### config.mk
export PLATFORM = sky130hd
export DESIGN_NAME = gfwr_weigh
export DESIGN_NICKNAME = d
export VERILOG_FILES = /design/src/hw/rtl/assert_macros.svh /design/src/hw/rtl/gfwr_pkg.sv /design/src/hw/rtl/gfwr_weigh.sv
export SDC_FILE = /design/constraint.sdc
export NUM_CORES = 1
export LEC_CHECK = 0
export ABC_AREA = 1
export BUFFER_PORTS_ARGS = -buffer_cell sky130_fd_sc_hd__buf_4
export CELL_PAD_IN_SITES_DETAIL_PLACEMENT = 1
export CELL_PAD_IN_SITES_GLOBAL_PLACEMENT = 2
export CORE_ASPECT_RATIO = 0.75
export CORE_UTILIZATION = 42
export CTS_CLUSTER_DIAMETER = 60
export DETAILED_ROUTE_END_ITERATION = 10
export GPL_TIMING_DRIVEN = 0
export HOLD_SLACK_MARGIN = 0.03
export PLACE_DENSITY_LB_ADDON = 0.3
export SLEW_MARGIN = 5
export SYNTH_ARGS = -nofsm -noshare
export SYNTH_HDL_FRONTEND = slang
export SYNTH_SLANG_ARGS = --single-unit
### constraint.sdc
create_clock -name clock -period 13.52 [get_ports clock]
set_input_delay 0.676 -clock clock [delete_from_list [all_inputs] [get_ports clock]]
set_output_delay 0.676 -clock clock [all_outputs]
set_load 0.1 [all_outputs]
### src/hw/rtl/assert_macros.svh
// Assertion macros shared by the restriction block.
// No dependencies; included by files that carry concurrent checks.
`ifndef ASSERT_MACROS_SVH
`define ASSERT_MACROS_SVH

`ifndef NO_ASSERTIONS

// Check that ante implies cons in the same cycle
`define ASSERT_IMPLY(lbl, clk, rst, ante, cons) \
   lbl: assert property (@(posedge clk) disable iff (rst) (ante) |-> (cons)) \
      else $error("same-cycle check failed");

// Check that ante implies cons in the following cycle
`define ASSERT_NEXT(lbl, clk, rst, ante, cons) \
   lbl: assert property (@(posedge clk) disable iff (rst) (ante) |=> (cons)) \
      else $error("next-cycle check failed");

`else

`define ASSERT_IMPLY(lbl, clk, rst, ante, cons)
`define ASSERT_NEXT(lbl, clk, rst, ante, cons)

`endif

`endif

### src/hw/rtl/gfwr_pkg.sv
// Shared types and constants of the full-weighting restriction block.
// No dependencies; imported by every module of the block.
package gfwr_pkg;

   // Storage and sample sizing
   localparam int MAX_FINE_POINTS = 1025;
   localparam int SAMPLE_BITS     = 24;
   localparam int IDX_W           = $clog2(MAX_FINE_POINTS);

   // Field widths
   localparam int FINE_W   = 11;
   localparam int COARSE_W = 10;
   localparam int INNER_W  = 9;
   localparam int GAIN_W   = 16;
   localparam int BORDER_W = 4;

   // Arithmetic widths: nine taps with weights summing to 16
   localparam int SUM_W      = SAMPLE_BITS + 4;
   localparam int PROD_W     = SUM_W + GAIN_W + 1;
   localparam int FRAC_SHIFT = 18;

   // Result packing
   localparam int RSP_BITS   = SAMPLE_BITS + 2 * COARSE_W;
   localparam int RSP_DATA_W = ((RSP_BITS + 7) / 8) * 8;
   localparam int REQ_DATA_W = ((SAMPLE_BITS + 7) / 8) * 8;

   // Configuration port
   localparam int CSR_IDX_W  = 3;
   localparam int CSR_DATA_W = 16;

   typedef enum logic [CSR_IDX_W-1:0] {
      CSR_FINE_WIDTH    = 3'd0,
      CSR_FINE_HEIGHT   = 3'd1,
      CSR_BORDER_INJECT = 3'd2,
      CSR_GAIN          = 3'd3,
      CSR_INNER_FIRST_X = 3'd4,
      CSR_INNER_LAST_X  = 3'd5,
      CSR_INNER_FIRST_Y = 3'd6,
      CSR_INNER_LAST_Y  = 3'd7
   } csr_index_type;

   // Border enable bit positions
   localparam int BORDER_X_LOW  = 0;
   localparam int BORDER_X_HIGH = 1;
   localparam int BORDER_Y_LOW  = 2;
   localparam int BORDER_Y_HIGH = 3;

   typedef struct packed {
      logic [FINE_W-1:0]   fine_width;
      logic [FINE_W-1:0]   fine_height;
      logic [BORDER_W-1:0] border_inject;
      logic [GAIN_W-1:0]   gain;
      logic [INNER_W-1:0]  inner_first_x;
      logic [INNER_W-1:0]  inner_last_x;
      logic [INNER_W-1:0]  inner_first_y;
      logic [INNER_W-1:0]  inner_last_y;
   } cfg_type;

   // Line buffer write command
   typedef struct packed {
      logic                   en;
      logic [IDX_W-1:0]       addr;
      logic [SAMPLE_BITS-1:0] older;
      logic [SAMPLE_BITS-1:0] newer;
   } line_wr_type;

   // Result description carried down the arithmetic pipeline
   typedef struct packed {
      logic                   size_error;
      logic                   last_point;
      logic [COARSE_W-1:0]    cx;
      logic [COARSE_W-1:0]    cy;
      logic                   weighted;
      logic [SAMPLE_BITS-1:0] direct;
   } res_meta_type;

endpackage

### src/hw/rtl/gfwr_weigh.sv
// Gain multiply, rounding and saturation, and the result output register.
// Depends on gfwr_pkg; fed by the window stage.
module gfwr_weigh (
   input  logic                            clock,
   input  logic                            reset,
   input  logic                            adv,
   input  logic [gfwr_pkg::GAIN_W-1:0]     gain,
   input  logic                            in_valid,
   input  gfwr_pkg::res_meta_type          in_meta,
   input  logic [gfwr_pkg::SUM_W-1:0]      in_sum,
   output logic                            rsp_tvalid,
   output logic [gfwr_pkg::RSP_DATA_W-1:0] rsp_tdata,
   output logic                            rsp_tlast,
   output logic                            rsp_tuser
);
   import gfwr_pkg::*;

   localparam logic signed [PROD_W-1:0] SAT_MAX =
      {{(PROD_W - SAMPLE_BITS + 1){1'b0}}, {(SAMPLE_BITS - 1){1'b1}}};
   localparam logic signed [PROD_W-1:0] SAT_MIN = ~SAT_MAX;
   localparam logic signed [PROD_W-1:0] ROUND_HALF = PROD_W'(1) <<< (FRAC_SHIFT - 1);

   logic                     s3_valid_ff;
   res_meta_type             s3_meta_ff;
   logic signed [PROD_W-1:0] prod_ff, prod_in;
   logic signed [PROD_W-1:0] rnd, quot;
   logic [SAMPLE_BITS-1:0]   sat, value;

   logic                     out_valid_ff;
   logic [RSP_DATA_W-1:0]    out_data_ff;
   logic                     out_last_ff, out_err_ff;

   // Multiply the stencil sum by the unsigned gain
   assign prod_in = PROD_W'($signed(in_sum)) * PROD_W'($signed({1'b0, gain}));

   always_ff @(posedge clock) begin
      if (reset) begin
         s3_valid_ff <= 1'b0;
      end else if (adv) begin
         s3_valid_ff <= in_valid;
      end
   end

   always_ff @(posedge clock) begin
      if (adv) begin
         s3_meta_ff <= in_meta;
         prod_ff    <= prod_in;
      end
   end

   // Round half up, drop the fraction, clamp to the sample range
   always_comb begin
      rnd  = prod_ff + ROUND_HALF;
      quot = rnd >>> FRAC_SHIFT;
      if (quot > SAT_MAX) begin
         sat = SAT_MAX[SAMPLE_BITS-1:0];
      end else if (quot < SAT_MIN) begin
         sat = SAT_MIN[SAMPLE_BITS-1:0];
      end else begin
         sat = quot[SAMPLE_BITS-1:0];
      end
      value = s3_meta_ff.weighted ? sat : s3_meta_ff.direct;
   end

   // Output register; holds while the consumer stalls
   always_ff @(posedge clock) begin
      if (reset) begin
         out_valid_ff <= 1'b0;
      end else if (adv) begin
         out_valid_ff <= s3_valid_ff;
      end
   end

   always_ff @(posedge clock) begin
      if (adv) begin
         out_data_ff <= RSP_DATA_W'({s3_meta_ff.cy, s3_meta_ff.cx, value});
         out_last_ff <= s3_meta_ff.last_point;
         out_err_ff  <= s3_meta_ff.size_error;
      end
   end

   assign rsp_tvalid = out_valid_ff;
   assign rsp_tdata  = out_data_ff;
   assign rsp_tlast  = out_last_ff;
   assign rsp_tuser  = out_err_ff;

endmodule

# == Yosys cells after proc, flatten, opt, wreduce, memory -nomap -nowiden ==
# Index checks and enable logic that the tools add are counted.
# classes
n_addsub,1
mul,1
n_lt_le_gt_ge,2
mux,3
# ops
op,count
$mux W24,3
$add A45 B19 Y45 const B,1
$mul A28 B17 Y45,1
$gt A27 B24 Y1 const B,1
$lt A27 B24 Y1 const B,1
# totals
regBits,140
inputBits,95
elab_cells,19

# == Logic depth before layout (Yosys ltp) ==
# logic_depth
ltp_word,5
depth_mapped,27
mapped_depth_nobuf,25

# == Least setup slack after synthesis ==
# OpenSTA, ideal clock, no wires.
# synth_path
path_type,input to register
start,in gain[3] in the netlist's numbering
end,reg prod_ff[43] (data pin)
setup_ns,0.253
arrival_time_ns,5.966
required_ns,13.267
slack_ns,7.301
stages,22
path_cell_list,clkbuf_1 > clkbuf_1 > nand2_1 > fa_1 > fa_1 > inv_1 > fa_1 > inv_1 > fa_1 > inv_1 > fa_1 > inv_1 > fa_1 > inv_1 > ha_1 > inv_1 > nor3_1 > nand2_1 > nor2_1 > nand3_1 > nand4_1 > nand2_1
# synth_via
elab_chain_cells,1
# synth_lines
item,line_no,text
from (decl),gfwr_weigh.sv:7,"input logic [gfwr_pkg::GAIN_W-1:0] gain,"
$mul A28 B17 Y45,gfwr_weigh.sv:34,"assign prod_in = PROD_W'($signed(in_sum)) * PROD_W'($signed({1'b0, gain}));"
net prod_in[43],gfwr_weigh.sv:25,"logic signed [PROD_W-1:0] prod_ff, prod_in;"
to (signal assigned),gfwr_weigh.sv:47,prod_ff <= prod_in;
to (decl),gfwr_weigh.sv:25,
# The timed path passes the listed nets, and every way through them passes these cells.
# A chain may end at the register's enable or synchronous reset.

# == Final worst setup path ==
# layout_path
start,in gain[12] in the netlist's numbering
end,reg prod_ff[42] (data pin)
# Same word-level chain as after synthesis.

==> flow_metrics.py <==
metrics = {
    "timing": {
        "min_period_over_period": 0.555,
        "skew_ps": 9.93,
        "setup_tns_ps": 0,
        "slew_headroom": 0.104,
        "rsz0062_at_grt": "false",
        "slew_viol_final": 0,
        "fmax_mhz": 133,
        "fin_crit_ps": 7510,
        "worstMarginPinSlew_ps": 1340,
        "hold_viol": 0,
        "setup_viol": 0,
    },
    "yosys": {
        "synth.area.top_cells": "fa_1, edfxtp_1, inv_1, nand2_1, ha_1",
        "synth_edf_count": 121,
        "netlist_instances": 2662,
        "synth_area_leader_cell": "fa_1",
        "synth.top_cell.area_share": 0.393,
        "synth_seq_area_share": 0.167,
        "synthFlopType": "edfxtp_1",
        "post_synth.cell_area_avg_sq_um": 8.24,
        "syn_area_sq_um": 21900,
        "ys_warn_count": 0,
        "synthArstFlopShare": 0,
        "synth-seq-cells": 123,
        "yosysUniqueCellTypes": 43,
    },
    "routing": {
        "routed_wl_microns": 70100,
        "route.detailed.drc": 1,
        "vias_per_cell": 4.90,
        "drt_iter0_markers": 945,
        "wl_per_cell_microns": 20.0,
        "dr_total_vias": 17200,
        "ant_nets": 0,
        "drt_first_pass_iters": 8,
    },
    "cts": {
        "ctsResizeCount": 0,
        "root_buffer": "clkbuf_16",
        "cts_hold_buf": 0,
        "clk_latency_ps": 430,
        "cts.sinks": 123,
        "cts_made_buffers": 17,
        "htree_levels": 4,
        "clkSlewWorstSetupHoldPaths_ps": 60,
        "postCtsSetupRepairBufs": 0,
        "cts_tree": "done",
        "cts_buffer_depth": 2,
    },
    "finish": {
        "drive_gt1_frac": 0.0647,
        "syn_to_final_growth_pct": 10.1,
        "nNetsFinal": 3417,
        "num_antenna_cells": 0,
        "finalInstanceArea_sq_um": 24200,
    },
    "placed_design": {
        "dpl.hpwl_microns": 60000,
        "gp_congestion": 0.913,
        "dpl-instance-area_sq_um": 23600,
        "numPortBuffers": 99,
    },
    "die": {
        "rows": 72,
        "die_x_microns": 266,
        "core_sq_um": 51500,
        "die_area_sq_um": 53200,
        "start_util": 0.426,
        "io_pins": 146,
        "die_h_microns": 200,
    },
    "worst_setup_path": {
        "crit_required_ps": 13700,
        "worstSetupEndpointType": "register",
        "path_cells": "clkbuf_1 > buf_1 > nand2_1 > fa_1 > inv_1 > fa_1 > fa_1 > fa_1 > fa_1 > inv_1 > fa_1 > inv_1 > ha_1 > nand2_1 > inv_1 > a21oi_1 > a21boi_0 > nor2_1 > o21ai_0 > nand3_1 > nand2_1 > nand2_1",
        "worst-path-buf-inv": 6,
        "slowest_stage": "clkbuf_1",
        "crit_top_cell": "fa_1",
        "cp_max_fo": 10,
        "rr_worst_depth": 9,
        "cp.depth": 22,
        "worst_path_largest_cell_delay_ps": 960,
        "startpoint_type": "primary input",
        "crit_arrival_ps": 7680,
        "path_delay_family": "adder cells",
        "worst-setup-path-type": "in2reg",
    },
    "min_path": {
        "hold_depth": 2,
        "hold_path.class": "in2reg",
    },
    "grt": {
        "grt_pass1_wl_microns": 109000,
        "track_usage": 0.277,
        "grt_overflow": 0,
        "grt_antenna_before_repair": 2,
        "grt_pass1_vias": 19100,
        "grt_max_degree": 125,
    },
    "status": {
        "status": "finished with violations",
        "violations": "DRC",
    },
    "run": {
        "drv_cap": 0,
    },
}
[stage by stage]
| step | std cells | hold WS [ps] | setup WS [ps] | utilization |
|---|---|---|---|---|
| detailed placement | 3467 | 405 | 5670 | 0.458 |
| global route | 3499 | 394 | 5710 | 0.469 |
| CTS | 3499 | 391 | 6120 | 0.469 |
| floorplan | 2665 | 400 | 7300 | - |
| finish | 3499 | 412 | 6010 | 0.469 |
| global placement | 3467 | 400 | 5710 | 0.458 |
[metal layers]
layer / vias to the layer above / share of wire / GRT usage
met2: 478 / 0.45 / 0.438
met4: 0 / 0.021 / 0.0615
met1: 8793 / 0.46 / 0.392
met5: - / 0 / 0
li1: 7808 / - / -
met3: 78 / 0.074 / 0.0586
[layout by cell type, fill, tap and decap left out, types with 11 or more instances in the layout]
cell,netlist,routed
inv_1,798,798
nand2_1,700,700
fa_1,431,431
nor2_1,136,136
edfxtp_1,121,121
ha_1,108,108
buf_4,4,102
clkbuf_1,92,92
a21oi_1,49,49
nand3_1,38,38
o21ai_0,27,27
xor2_1,24,24
a21oi_2,20,20
clkbuf_16,0,17
xnor2_1,16,16
nor3_1,13,13
buf_1,12,12
nand4_1,12,12
a21o_1,11,11
[cells in the mapped netlist (2+ instances only)]
| master | count |
|---|---|
| dfxtp_1 | 2 |
| nor4_1 | 2 |
| nand3_1 | 38 |
| o21ai_0 | 27 |
| a31oi_1 | 2 |
| buf_6 | 3 |
| o21bai_1 | 7 |
| ha_1 | 108 |
| xor2_1 | 24 |
| a21oi_2 | 20 |
| nand3_2 | 2 |
| buf_1 | 12 |
| a21o_1 | 11 |
| nand2_1 | 700 |
| nor3_2 | 2 |
| a21oi_1 | 49 |
| nand2_2 | 8 |
| nor2_1 | 136 |
| clkbuf_1 | 92 |
| nor3_1 | 13 |
| a21boi_0 | 5 |
| nor2_4 | 2 |
| edfxtp_1 | 121 |
| fa_1 | 431 |
| xnor2_1 | 16 |
| buf_4 | 4 |
| inv_1 | 798 |
| nand4_1 | 12 |
[final cells by class]
cell class                      instances  area [sq um]
Tap cell                              703           880
Clock buffer                           17           425
Timing Repair Buffer                   99           747
Clock inverter                         15           145
Multi-Input combinational cell       1631         14800
Buffer                                112           469
Fill cell                            6325         27400
Sequential cell                       123          3670
Inverter                              799          3000
[cell families after synthesis]
family	after synthesis	share of synthesized area
AOI/OAI and AO/OA	126	0.0365
xor gates and xnor gates	40	0.0160
adders and majority gates	539	0.455
buffers and inverters	911	0.158
DFF	123	0.167
other	1	0.000171
and+or+nand+nor	922	0.167
[final timing paths]
| kind | start | end | slack (ps) |
|---|---|---|---|
| max | gain[12] | prod_ff[42] | 6010 |
| min reg2reg | s3_meta_ff[25] | rsp_tdata[34] | 420 |
| max reg2reg | prod_ff[17] | rsp_tdata[11] | 11050 |
| min | reset | rsp_tvalid | 410 |
[sequential cells by signal, summed over array words and instances (netlist names)]
| signal | cells |
|---|---|
| rsp_tlast | 1 |
| s3_meta_ff | 47 |
| s3_valid_ff | 1 |
| rsp_tdata | 44 |
| rsp_tvalid | 1 |
| rsp_tuser | 1 |
| prod_ff | 28 |
[worst reg2reg max path, cell delays in order, from the launching register on]
cell      delay [ps]
edfxtp_1         400
ha_1             220
nand3_2          140
nor3_2           400
nand2_1          250
nor2_1           250
xnor2_1          290
inv_1             90
nand2_1          110
a21oi_2           60
Power is left out: the tool's default activity adds up to more than one toggle a clock period on the data nets, which glitch-free logic cannot reach.
