### config.mk
export PLATFORM = sky130hd
export DESIGN_NAME = gfwr_window
export DESIGN_NICKNAME = d
export VERILOG_FILES = /design/src/hw/rtl/assert_macros.svh /design/src/hw/rtl/gfwr_pkg.sv /design/src/hw/rtl/gfwr_window.sv
export SDC_FILE = /design/constraint.sdc
export NUM_CORES = 1
export LEC_CHECK = 0
export BUFFER_PORTS_ARGS = -buffer_cell sky130_fd_sc_hd__buf_2
export CORE_ASPECT_RATIO = 1.4
export CORE_MARGIN = 1.5
export CORE_UTILIZATION = 35
export DETAILED_ROUTE_END_ITERATION = 12
export GPL_TIMING_DRIVEN = 0
export HOLD_SLACK_MARGIN = 0.08
export PLACE_DENSITY = 0.64
export SYNTH_ARGS = -nofsm -noshare
export SYNTH_HDL_FRONTEND = slang
export SYNTH_SLANG_ARGS = --single-unit
### constraint.sdc
create_clock -name clock -period 6.9 [get_ports clock]
set_input_delay 0.345 -clock clock [delete_from_list [all_inputs] [get_ports clock]]
set_output_delay 0.345 -clock clock [all_outputs]
set_load 0.01 [all_outputs]
### src/hw/rtl/assert_macros.svh
// Assertion macros shared by the restriction block.
// No dependencies; included by files that carry concurrent checks.
`ifndef ASSERT_MACROS_SVH
`define ASSERT_MACROS_SVH

`ifndef NO_ASSERTIONS

// Check that ante implies cons in the same cycle
`define ASSERT_IMPLY(lbl, clk, rst, ante, cons) \
   lbl: assert property (@(posedge clk) disable iff (rst) (ante) |-> (cons)) \
      else $error("same-cycle check failed");

// Check that ante implies cons in the following cycle
`define ASSERT_NEXT(lbl, clk, rst, ante, cons) \
   lbl: assert property (@(posedge clk) disable iff (rst) (ante) |=> (cons)) \
      else $error("next-cycle check failed");

`else

`define ASSERT_IMPLY(lbl, clk, rst, ante, cons)
`define ASSERT_NEXT(lbl, clk, rst, ante, cons)

`endif

`endif

### src/hw/rtl/gfwr_pkg.sv
// Shared types and constants of the full-weighting restriction block.
// No dependencies; imported by every module of the block.
package gfwr_pkg;

   // Storage and sample sizing
   localparam int MAX_FINE_POINTS = 1025;
   localparam int SAMPLE_BITS     = 24;
   localparam int IDX_W           = $clog2(MAX_FINE_POINTS);

   // Field widths
   localparam int FINE_W   = 11;
   localparam int COARSE_W = 10;
   localparam int INNER_W  = 9;
   localparam int GAIN_W   = 16;
   localparam int BORDER_W = 4;

   // Arithmetic widths: nine taps with weights summing to 16
   localparam int SUM_W      = SAMPLE_BITS + 4;
   localparam int PROD_W     = SUM_W + GAIN_W + 1;
   localparam int FRAC_SHIFT = 18;

   // Result packing
   localparam int RSP_BITS   = SAMPLE_BITS + 2 * COARSE_W;
   localparam int RSP_DATA_W = ((RSP_BITS + 7) / 8) * 8;
   localparam int REQ_DATA_W = ((SAMPLE_BITS + 7) / 8) * 8;

   // Configuration port
   localparam int CSR_IDX_W  = 3;
   localparam int CSR_DATA_W = 16;

   typedef enum logic [CSR_IDX_W-1:0] {
      CSR_FINE_WIDTH    = 3'd0,
      CSR_FINE_HEIGHT   = 3'd1,
      CSR_BORDER_INJECT = 3'd2,
      CSR_GAIN          = 3'd3,
      CSR_INNER_FIRST_X = 3'd4,
      CSR_INNER_LAST_X  = 3'd5,
      CSR_INNER_FIRST_Y = 3'd6,
      CSR_INNER_LAST_Y  = 3'd7
   } csr_index_type;

   // Border enable bit positions
   localparam int BORDER_X_LOW  = 0;
   localparam int BORDER_X_HIGH = 1;
   localparam int BORDER_Y_LOW  = 2;
   localparam int BORDER_Y_HIGH = 3;

   typedef struct packed {
      logic [FINE_W-1:0]   fine_width;
      logic [FINE_W-1:0]   fine_height;
      logic [BORDER_W-1:0] border_inject;
      logic [GAIN_W-1:0]   gain;
      logic [INNER_W-1:0]  inner_first_x;
      logic [INNER_W-1:0]  inner_last_x;
      logic [INNER_W-1:0]  inner_first_y;
      logic [INNER_W-1:0]  inner_last_y;
   } cfg_type;

   // Line buffer write command
   typedef struct packed {
      logic                   en;
      logic [IDX_W-1:0]       addr;
      logic [SAMPLE_BITS-1:0] older;
      logic [SAMPLE_BITS-1:0] newer;
   } line_wr_type;

   // Result description carried down the arithmetic pipeline
   typedef struct packed {
      logic                   size_error;
      logic                   last_point;
      logic [COARSE_W-1:0]    cx;
      logic [COARSE_W-1:0]    cy;
      logic                   weighted;
      logic [SAMPLE_BITS-1:0] direct;
   } res_meta_type;

endpackage

### src/hw/rtl/gfwr_window.sv
// 3x3 window stage: merges line reads with shift registers, writes rows back,
// forms the stencil sum and decides what each coarse point gets. Uses gfwr_pkg.
module gfwr_window (
   input  logic                             clock,
   input  logic                             reset,
   input  logic                             adv,
   input  logic                             load,
   input  logic [gfwr_pkg::SAMPLE_BITS-1:0] sample,
   input  logic [gfwr_pkg::FINE_W-1:0]      x,
   input  logic [gfwr_pkg::FINE_W-1:0]      y,
   input  logic                             x_inr,
   input  gfwr_pkg::cfg_type                cfg,
   input  logic [gfwr_pkg::SAMPLE_BITS-1:0] rd_older,
   input  logic [gfwr_pkg::SAMPLE_BITS-1:0] rd_newer,
   output gfwr_pkg::line_wr_type            wr,
   output logic                             res_valid,
   output gfwr_pkg::res_meta_type           res_meta,
   output logic [gfwr_pkg::SUM_W-1:0]       res_sum
);
   import gfwr_pkg::*;

   // Stage one: sample held while its line reads return
   logic                   s1_valid_ff;
   logic [SAMPLE_BITS-1:0] s1_sample_ff;
   logic [FINE_W-1:0]      s1_x_ff, s1_y_ff;
   logic                   s1_inr_ff, s1_fwd_ff;
   logic                   fwd_in;

   // Window columns x-2 and x-1 of the three rows
   logic signed [SAMPLE_BITS-1:0] win_old_ff [2];
   logic signed [SAMPLE_BITS-1:0] win_new_ff [2];
   logic signed [SAMPLE_BITS-1:0] prev_ff    [2];

   logic signed [SAMPLE_BITS-1:0] o_val, n_val, s_val;
   logic signed [SUM_W-1:0]       sum;

   logic                   s2_valid_ff;
   res_meta_type           s2_meta_ff, meta;
   logic [SUM_W-1:0]       s2_sum_ff;
   logic                   emit;

   logic [FINE_W-1:0]      xm1, ym1;
   logic [COARSE_W-1:0]    hx, hy, cx, cy;
   logic                   xe, ye, xhit, yhit, odd, interior, inject;
   logic signed [SAMPLE_BITS-1:0] sel;

   // Forward the row written back on the same edge as a read of that column
   assign fwd_in = s1_valid_ff && s1_inr_ff && x_inr && (s1_x_ff == x);

   always_ff @(posedge clock) begin
      if (reset) begin
         s1_valid_ff <= 1'b0;
      end else if (adv) begin
         s1_valid_ff <= load;
      end
   end

   always_ff @(posedge clock) begin
      if (load) begin
         s1_sample_ff <= sample;
         s1_x_ff      <= x;
         s1_y_ff      <= y;
         s1_inr_ff    <= x_inr;
         s1_fwd_ff    <= fwd_in;
      end
   end

   // Select line values: forwarded, stored, or zero beyond the buffer
   always_comb begin
      s_val = $signed(s1_sample_ff);
      if (s1_fwd_ff) begin
         o_val = win_new_ff[1];
         n_val = prev_ff[1];
      end else if (s1_inr_ff) begin
         o_val = $signed(rd_older);
         n_val = $signed(rd_newer);
      end else begin
         o_val = '0;
         n_val = '0;
      end
   end

   // Write the shifted rows back at this column
   always_comb begin
      wr.en    = s1_valid_ff && adv && s1_inr_ff;
      wr.addr  = IDX_W'(s1_x_ff);
      wr.older = n_val;
      wr.newer = s1_sample_ff;
   end

   // Shift the window on every item
   always_ff @(posedge clock) begin
      if (reset) begin
         win_old_ff[0] <= '0;
         win_old_ff[1] <= '0;
         win_new_ff[0] <= '0;
         win_new_ff[1] <= '0;
         prev_ff[0]    <= '0;
         prev_ff[1]    <= '0;
      end else if (s1_valid_ff && adv) begin
         win_old_ff[0] <= win_old_ff[1];
         win_old_ff[1] <= o_val;
         win_new_ff[0] <= win_new_ff[1];
         win_new_ff[1] <= n_val;
         prev_ff[0]    <= prev_ff[1];
         prev_ff[1]    <= s_val;
      end
   end

   // 1-2-1 by 1-2-1 stencil sum around the center tap
   assign sum = (SUM_W'(win_new_ff[1]) <<< 2)
              + ((SUM_W'(win_new_ff[0]) + SUM_W'(n_val)
                + SUM_W'(win_old_ff[1]) + SUM_W'(prev_ff[1])) <<< 1)
              + SUM_W'(win_old_ff[0]) + SUM_W'(o_val)
              + SUM_W'(prev_ff[0]) + SUM_W'(s_val);

   // Coarse position and point class
   always_comb begin
      odd  = cfg.fine_width[0] || cfg.fine_height[0];
      hx   = cfg.fine_width[FINE_W-1:1];
      hy   = cfg.fine_height[FINE_W-1:1];
      xe   = (s1_x_ff == cfg.fine_width);
      ye   = (s1_y_ff == cfg.fine_height);
      xhit = xe || (s1_x_ff[0] && (s1_x_ff < cfg.fine_width));
      yhit = ye || (s1_y_ff[0] && (s1_y_ff < cfg.fine_height));
      xm1  = s1_x_ff - 1'b1;
      ym1  = s1_y_ff - 1'b1;
      cx   = xe ? hx : xm1[FINE_W-1:1];
      cy   = ye ? hy : ym1[FINE_W-1:1];

      interior = (cx != '0) && (cx < hx)
              && (cx >= COARSE_W'(cfg.inner_first_x)) && (cx <= COARSE_W'(cfg.inner_last_x))
              && (cy != '0) && (cy < hy)
              && (cy >= COARSE_W'(cfg.inner_first_y)) && (cy <= COARSE_W'(cfg.inner_last_y));

      inject = (cfg.border_inject[BORDER_X_LOW]  && (cx == '0))
            || (cfg.border_inject[BORDER_X_HIGH] && (cx == hx))
            || (cfg.border_inject[BORDER_Y_LOW]  && (cy == '0))
            || (cfg.border_inject[BORDER_Y_HIGH] && (cy == hy));

      unique case ({ye, xe})
         2'b00: sel = win_new_ff[1];
         2'b01: sel = n_val;
         2'b10: sel = prev_ff[1];
         2'b11: sel = s_val;
      endcase
   end

   // Build the result description; an odd size reports once at the origin
   always_comb begin
      meta = '0;
      if (odd) begin
         emit            = (s1_x_ff == '0) && (s1_y_ff == '0);
         meta.size_error = 1'b1;
      end else begin
         emit            = xhit && yhit;
         meta.cx         = cx;
         meta.cy         = cy;
         meta.last_point = (cx == hx) && (cy == hy);
         meta.weighted   = interior;
         meta.direct     = (!interior && inject) ? sel : '0;
      end
   end

   always_ff @(posedge clock) begin
      if (reset) begin
         s2_valid_ff <= 1'b0;
      end else if (adv) begin
         s2_valid_ff <= s1_valid_ff && emit;
      end
   end

   always_ff @(posedge clock) begin
      if (adv) begin
         s2_meta_ff <= meta;
         s2_sum_ff  <= sum;
      end
   end

   assign res_valid = s2_valid_ff;
   assign res_meta  = s2_meta_ff;
   assign res_sum   = s2_sum_ff;

endmodule

# --- Word-level counts from Yosys, hierarchy flattened ---
# Memory sizes are Yosys's and may differ from the RTL's.
# Index checks and enable logic that the tools add are counted.
# W data, S select, Z words.
totals:
  regBits: 125
  ramBits: 144
  in_bits: 177
  out_inout_bits: 136
  wordCells: 108
  mem_count: 3
op_classes:
  n_addsub: 10
  order_cmp: 8
  n_eq_ne: 8
  mux: 20
  n_bitwise: 7
  n_reduce_logical: 38
mem_list:
  columns: ["name", "words", "width", "rd", "rd_clocked_by_memory_dff", "write_ports", "line_no", "text"]
  rows:
  - ["prev_ff", 2, 24, 2, 0, 2, "gfwr_window.sv:32", "logic signed [SAMPLE_BITS-1:0] prev_ff [2];"]
  - ["win_new_ff", 2, 24, 2, 0, 2, "gfwr_window.sv:31", "logic signed [SAMPLE_BITS-1:0] win_new_ff [2];"]
  - ["win_old_ff", 2, 24, 2, 0, 2, "gfwr_window.sv:30", "logic signed [SAMPLE_BITS-1:0] win_old_ff [2];"]
op_table:
  columns: ["cell", "count"]
  rows:
  - ["$mux W24", 10]
  - ["$add A28 B24 Y28", 4]
  - ["$pmux W24 S4", 1]
  - ["$eq A11 B11 Y1", 3]
  - ["$add A26 B28 Y28", 1]
  - ["$add A26 B24 Y27", 1]
  - ["$add A25 B24 Y26", 1]
  - ["$add A24 B24 Y25", 1]
  - ["$logic_and A1 B1 Y1", 23]
  - ["$logic_not A11 Y1", 2]
  - ["$lt A11 B11 Y1", 2]
  - ["$sub A11 B1 Y11 const B", 2]
  - ["$eq A10 B10 Y1", 2]
  - ["$ge A10 B9 Y1", 2]
  - ["$le A10 B9 Y1", 2]
  - ["$logic_not A10 Y1", 2]
  - ["$lt A10 B10 Y1", 2]
  - ["$mux W10", 2]
  - ["$reduce_bool A10 Y1", 2]
  - ["$mux W1", 7]
  - ["$logic_or A1 B1 Y1", 6]
  - ["$or A1 B1 Y1", 6]
  - ["$eq A2 B2 Y1 const B", 2]
  - ["$eq A2 B1 Y1 const B", 1]
  - ["4 further kinds", 4]

# --- Logic depth before layout (Yosys ltp) ---
logic_depth:
  depth_word: 14
  ltp_mapped: 30
  depth_no_buf: 28

# --- Worst setup path before layout ---
# OpenSTA, ideal clock, no wires.
synth_path:
  kind: "reg2reg"
  startpoint: "register s1_inr_ff"
  endpoint: "register s2_sum_ff[26] (netlist: res_sum[26]), data pin"
  setup_time_ns: 0.258
  arrival_time_ns: 7.260
  required_ns: 6.642
  slack_ns: -0.618
  path_stages_with_launch: 31
  n_path_buf: 2
  synth_period_minus_slack_ns: 7.518
  path_cell_list: "edfxtp_1 > nor2b_1 > clkbuf_1 > clkbuf_1 > a22oi_1 > inv_1 > fa_1 > inv_1 > fa_1 > inv_1 > fa_1 > a21o_1 > a21oi_1 > o21a_1 > o211ai_1 > a31o_2 > a21oi_1 > xor2_1 > fa_1 > fa_1 > fa_1 > inv_1 > ha_1 > a21o_1 > o21ai_0 > a21boi_0 > o31ai_1 > nand3_1 > a31o_2 > a21oi_1 > xnor2_1"
synth_rtl:
  columns: ["element", "line_no", "text"]
  rows:
  - ["start, declared", "gfwr_window.sv:26", "logic s1_inr_ff, s1_fwd_ff;"]
  - ["start signal, assigned", "gfwr_window.sv:63", "s1_inr_ff <= x_inr;"]
  - ["end signal, assigned", "gfwr_window.sv:176", "s2_sum_ff <= sum;"]
  - ["end, declared", "gfwr_window.sv:39", "logic [SUM_W-1:0] s2_sum_ff;"]

# --- Worst setup path after layout ---
layout_path:
  startpoint: "register s1_inr_ff"
  endpoint: "register s2_sum_ff[27] (netlist: res_sum[27]), data pin"
layout_via:
  elab_chain_len: 10
  word_cells_on_any_way: 12
  cone_classes: "add/sub (8); mux (4)"
layout_rtl:
  columns: ["element", "line_no", "text"]
  rows:
  - ["$mux W24", "gfwr_window.sv:74", "end else if (s1_inr_ff) begin"]
  - ["$mux W24", "gfwr_window.sv:71", "if (s1_fwd_ff) begin"]
  - ["$add A24 B24 Y25", "gfwr_window.sv:112", "+ ((SUM_W'(win_new_ff[0]) + SUM_W'(n_val)"]
  - ["$add A25 B24 Y26", "gfwr_window.sv:113", "+ SUM_W'(win_old_ff[1]) + SUM_W'(prev_ff[1])) <<< 1)"]
  - ["$add A26 B24 Y27", "gfwr_window.sv:113", null]
  - ["$add A26 B28 Y28", "gfwr_window.sv:112", null]
  - ["$add A28 B24 Y28", "gfwr_window.sv:114", "+ SUM_W'(win_old_ff[0]) + SUM_W'(o_val)"]
  - ["$add A28 B24 Y28 (*)", "gfwr_window.sv:114", null]
  - ["$add A28 B24 Y28 (*) (2 in series)", "gfwr_window.sv:115", "+ SUM_W'(prev_ff[0]) + SUM_W'(s_val);"]
  - ["via sum[27]", "gfwr_window.sv:35", "logic signed [SUM_W-1:0] sum;"]
# Mark *: on every way through the listed nets, which the timed path passes. The rest lies on a longest branch.
# A chain may end at the register's enable or synchronous reset.

==> summary.json <==
{
  "run_status": "complete, but fails checks",
  "violations": "setup timing",
  "number_of_port_buffers": 296,
  "power.total_w": 0.0116,
  "slew_headroom_pct": 11.8,
  "power_density_mw_per_mm2": 463,
  "globalRouteTotalUtil_pct": 22.8,
  "htree_levels": 1,
  "critical-path-top-cell-by-count": "sky130_fd_sc_hd__fa_1",
  "pin_count": 313,
  "cts.path.max_buffers": 3,
  "critical_path.reg2reg.startpoint": "s1_inr_ff",
  "crit_path_max_fanout": 8,
  "ys_async_sr_fraction_pct": 0,
  "yosys_register_bits": 269,
  "postLayoutCoreUtil_pct": 45.1,
  "detail_route.first_pass.iterations": 5,
  "numCtsBuffers": 31,
  "post_synthesis_cell_type_count": 69,
  "worst_hold_path.num_cells": 3,
  "drt_iter0_drc": 1028,
  "floorplan.die.width_um": 204,
  "cts_root_buffer": "sky130_fd_sc_hd__clkbuf_16",
  "worstPathBufferInverterCount": 7,
  "yosysSeqAreaShare_pct": 40.7,
  "synth.net_count": 2319,
  "global_route_hottest_layer": "met2",
  "worst_setup_path_startpoint": "s1_inr_ff",
  "max_stage_delay_ps": 580,
  "die_area_mm2": 0.0580,
  "crit_required_ps": 7210,
  "fin_hold_ws_ps": 160,
  "crit_family": "adder cells",
  "groute.layer.met1.usage_pct": 25.3,
  "report.final.setup_viol": 15,
  "worstHoldPathType": "in2reg",
  "regToRegSetupSlack_ps": -570,
  "worstSetupEndpoint": "res_sum[27]",
  "grt_remaining_overflow": 0,
  "route.vias.total": 15567,
  "postRouteWirelength_um": 66800,
  "crit_path_end_kind": "flip-flop",
  "finalCriticalPeriod_ps": 7470,
  "gr-usage-met2_pct": 41.4,
  "setup_ws_ps": -570,
  "grt_pass1_vias": 16626,
  "placementRows": 102,
  "fmax_ghz": 0.134,
  "viasPerCell": 5.12,
  "grt_setup_unrepaired": "yes",
  "worstSkewPairLatency_ps": 590,
  "fillerInstances": 5327,
  "leakagePower_nw": 11.1,
  "synth_edf_count": 267,
  "regToRegEndpoint": "res_sum[27]",
  "grt_max_degree": 58,
  "vdd.ir_drop.worst_v": 0.000359,
  "postSynthAreaPerCell_um2": 10.7,
  "synthFlopType": "sky130_fd_sc_hd__edfxtp_1",
  "route.antenna.remaining_nets": 0,
  "post_route_cells_drive_above_1_share_pct": 24.0,
  "groute.layer.met3.usage_pct": 3.14,
  "critPathArrivalTime_ps": 7780,
  "clock_skew_ps": 16.2,
  "hold_violations": 0,
  "synth_warnings": 0,
  "drt_drc_violations_left": 0,
  "path_depth": 31,
  "design.final.nets": 2753,
  "crit_path_top_delay_cell": "sky130_fd_sc_hd__fa_1",
  "crit_path_start_kind": "flip-flop",
  "clk_pin_slew_ps": 70,
  "final_weighted_congestion_of_routability_driven_global_placement": 0.943,
  "setup_tns_ps": -4160,
  "tritoncts": "yes",
  "transition_time_at_the_pin_with_the_least_slew_margin_ps": 1320,
  "synthCells": 1855,
  "grt_antenna_before_repair": 4,
  "mappedNetlistArea_mm2": 0.0198,
  "chipHeight_um": 284,
  "core-area_mm2": 0.0556,
  "fin_crit_sh_pct": 108,
  "grt_pass1_wl_um": 98400,
  "hpwl_after_detailed_placement_um": 52800,
  "route.detailed.wl_per_inst_um": 21.9,
  "tritoncts_num_sinks": 269,
  "start_util_pct": 35.6,
  "ff2ff_path_depth": 31,
  "criticalPathCategory": "reg2reg",
  "layout-area-overhead-vs-synth_pct": 26.8,
  "timing.max_cap.violations": 0,
  "final-max-slew-violation-count": 0
}
-- area by class of cell --
| cell class | count | area, um2 | area share, % |
|---|---|---|---|
| Clock inverter | 25 | 250 | 0.997 |
| Multi-Input combinational cell | 1179 | 11000 | 43.7 |
| Tap cell | 728 | 911 | 3.63 |
| Clock buffer | 31 | 776 | 3.09 |
| Antenna cell | 2 | 5.00 | 0.0199 |
| Timing Repair Buffer | 401 | 2480 | 9.88 |
| Inverter | 355 | 1330 | 5.31 |
| Buffer | 52 | 308 | 1.23 |
| Sequential cell | 269 | 8060 | 32.1 |
-- placed cells by master, fill, tap and decap left out, drive strengths merged, types with 18 or more instances in the layout --
cell type      n
nand3         18
a21o          23
dlygate4sd3   48
xnor2         50
and2         113
a211oi        18
a22oi         25
o21ai         57
buf          369
nor2         126
inv          358
fa           152
o21a          23
nand4         20
xor2          23
nor3          40
a21oi         94
edfxtp       267
a22o          25
nand2         88
ha           135
clkbuf        67
-- Yosys cell counts (8+ instances only) --
| cell type | count | area share (%) |
|---|---|---|
| sky130_fd_sc_hd__a2111oi_0 | 8 | 0.35 |
| sky130_fd_sc_hd__a211oi_1 | 18 | 0.68 |
| sky130_fd_sc_hd__a21o_1 | 23 | 0.87 |
| sky130_fd_sc_hd__a21oi_1 | 94 | 2.4 |
| sky130_fd_sc_hd__a22o_1 | 25 | 1.1 |
| sky130_fd_sc_hd__a22oi_1 | 25 | 0.95 |
| sky130_fd_sc_hd__a31oi_1 | 13 | 0.41 |
| sky130_fd_sc_hd__and2_1 | 113 | 3.6 |
| sky130_fd_sc_hd__and3_1 | 8 | 0.25 |
| sky130_fd_sc_hd__buf_1 | 9 | 0.17 |
| sky130_fd_sc_hd__clkbuf_1 | 36 | 0.68 |
| sky130_fd_sc_hd__edfxtp_1 | 267 | 41 |
| sky130_fd_sc_hd__fa_1 | 152 | 15 |
| sky130_fd_sc_hd__ha_1 | 135 | 8.5 |
| sky130_fd_sc_hd__inv_1 | 354 | 6.7 |
| sky130_fd_sc_hd__mux2i_1 | 9 | 0.46 |
| sky130_fd_sc_hd__nand2_1 | 88 | 1.7 |
| sky130_fd_sc_hd__nand2b_1 | 11 | 0.35 |
| sky130_fd_sc_hd__nand3_1 | 18 | 0.46 |
| sky130_fd_sc_hd__nand4_1 | 20 | 0.63 |
| sky130_fd_sc_hd__nor2_1 | 126 | 2.4 |
| sky130_fd_sc_hd__nor2b_1 | 13 | 0.41 |
| sky130_fd_sc_hd__nor3_1 | 38 | 0.96 |
| sky130_fd_sc_hd__o21a_1 | 23 | 0.87 |
| sky130_fd_sc_hd__o21ai_0 | 56 | 1.4 |
| sky130_fd_sc_hd__xnor2_1 | 50 | 2.2 |
| sky130_fd_sc_hd__xor2_1 | 23 | 1.0 |
-- cells by family (layout without fill, tap and decap cells) --
| logic type | after synthesis | count (layout) | synth area share (%) |
|---|---|---|---|
| AO/OA/AOI/OAI | 334 | 334 | 11.5 |
| XOR/XNOR | 73 | 73 | 3.23 |
| adder cells (fa/ha/maj) | 287 | 287 | 23.9 |
| buffers and inverters | 407 | 864 | 7.86 |
| flip-flops | 269 | 269 | 40.7 |
| multiplexers | 9 | 9 | 0.455 |
| other | 0 | 2 | 0 |
| AND/OR/NAND/NOR | 476 | 476 | 12.4 |
-- worst min path at each step --
stage	endpoint	start
global route	win_new_ff[0][29]	rd_newer[5]
detailed placement	res_valid	res_valid
CTS	win_new_ff[0][25]	rd_newer[1]
global placement	res_valid	res_valid
finish	win_old_ff[0][25]	rd_older[1]
floorplan	s1_valid_ff	reset
-- sequential cells by signal, indices dropped and copies added, names as in the netlist --
name	count
win_old_ff	48
s1_valid_ff	1
s1_inr_ff	1
prev_ff	48
s1_fwd_ff	1
s1_sample_ff	24
res_meta	47
res_valid	1
s1_y_ff	11
res_sum	28
win_new_ff	48
s1_x_ff	11
-- timing repair --
action / 4_1_cts / 5_1_grt
gates resized for setup: 103 / 50
gates cloned: 0 / 0
pin swaps: 62 / 54
buffers inserted: 34 / 20
hold buffers: 48 / 0
endpoints found under the setup margin: 17 / 18
hold endpoints to repair: 48 / 0
-- where the power goes --
group / internal (W) / switching [W] / leakage [nW] / total (W)
combinational: 0.00357 / 0.00399 / 7.88 / 0.00756
sequential: 0.00225 / 0.000114 / 2.75 / 0.00236
clock: 0.000944 / 0.000754 / 0.487 / 0.00170
total: 0.00676 / 0.00486 / 11.1 / 0.0116
-- worst register-to-register path, delay by kind of cell (launching register included) --
kind	cells	cell delay (ps)
adder cells (fa/ha/maj)	7	3130
AO/OA/AOI/OAI	14	2410
buffers and inverters	7	750
flip-flops	1	440
XOR/XNOR	2	310
AND/OR/NAND/NOR	1	170
-- stage by stage --
| stage | area [um2] | worst slack (ps) | std cells |
|---|---|---|---|
| detailed placement | 22400 | -1440 | 2882 |
| finish | 25100 | -570 | 3042 |
| global placement | 22300 | -1330 | 2879 |
| CTS | 24700 | -620 | 3020 |
| global route | 25100 | -772 | 3042 |
| floorplan | 19900 | 14.1 | 1855 |
-- per-layer routing --
metal | share of wire (%) | wire (um)
met1 | 37 | 24500
met2 | 51 | 34200
met3 | 5.4 | 3610
met4 | 6.7 | 4470
met5 | 0.046 | 31
Power figures use the tool's default switching activity.
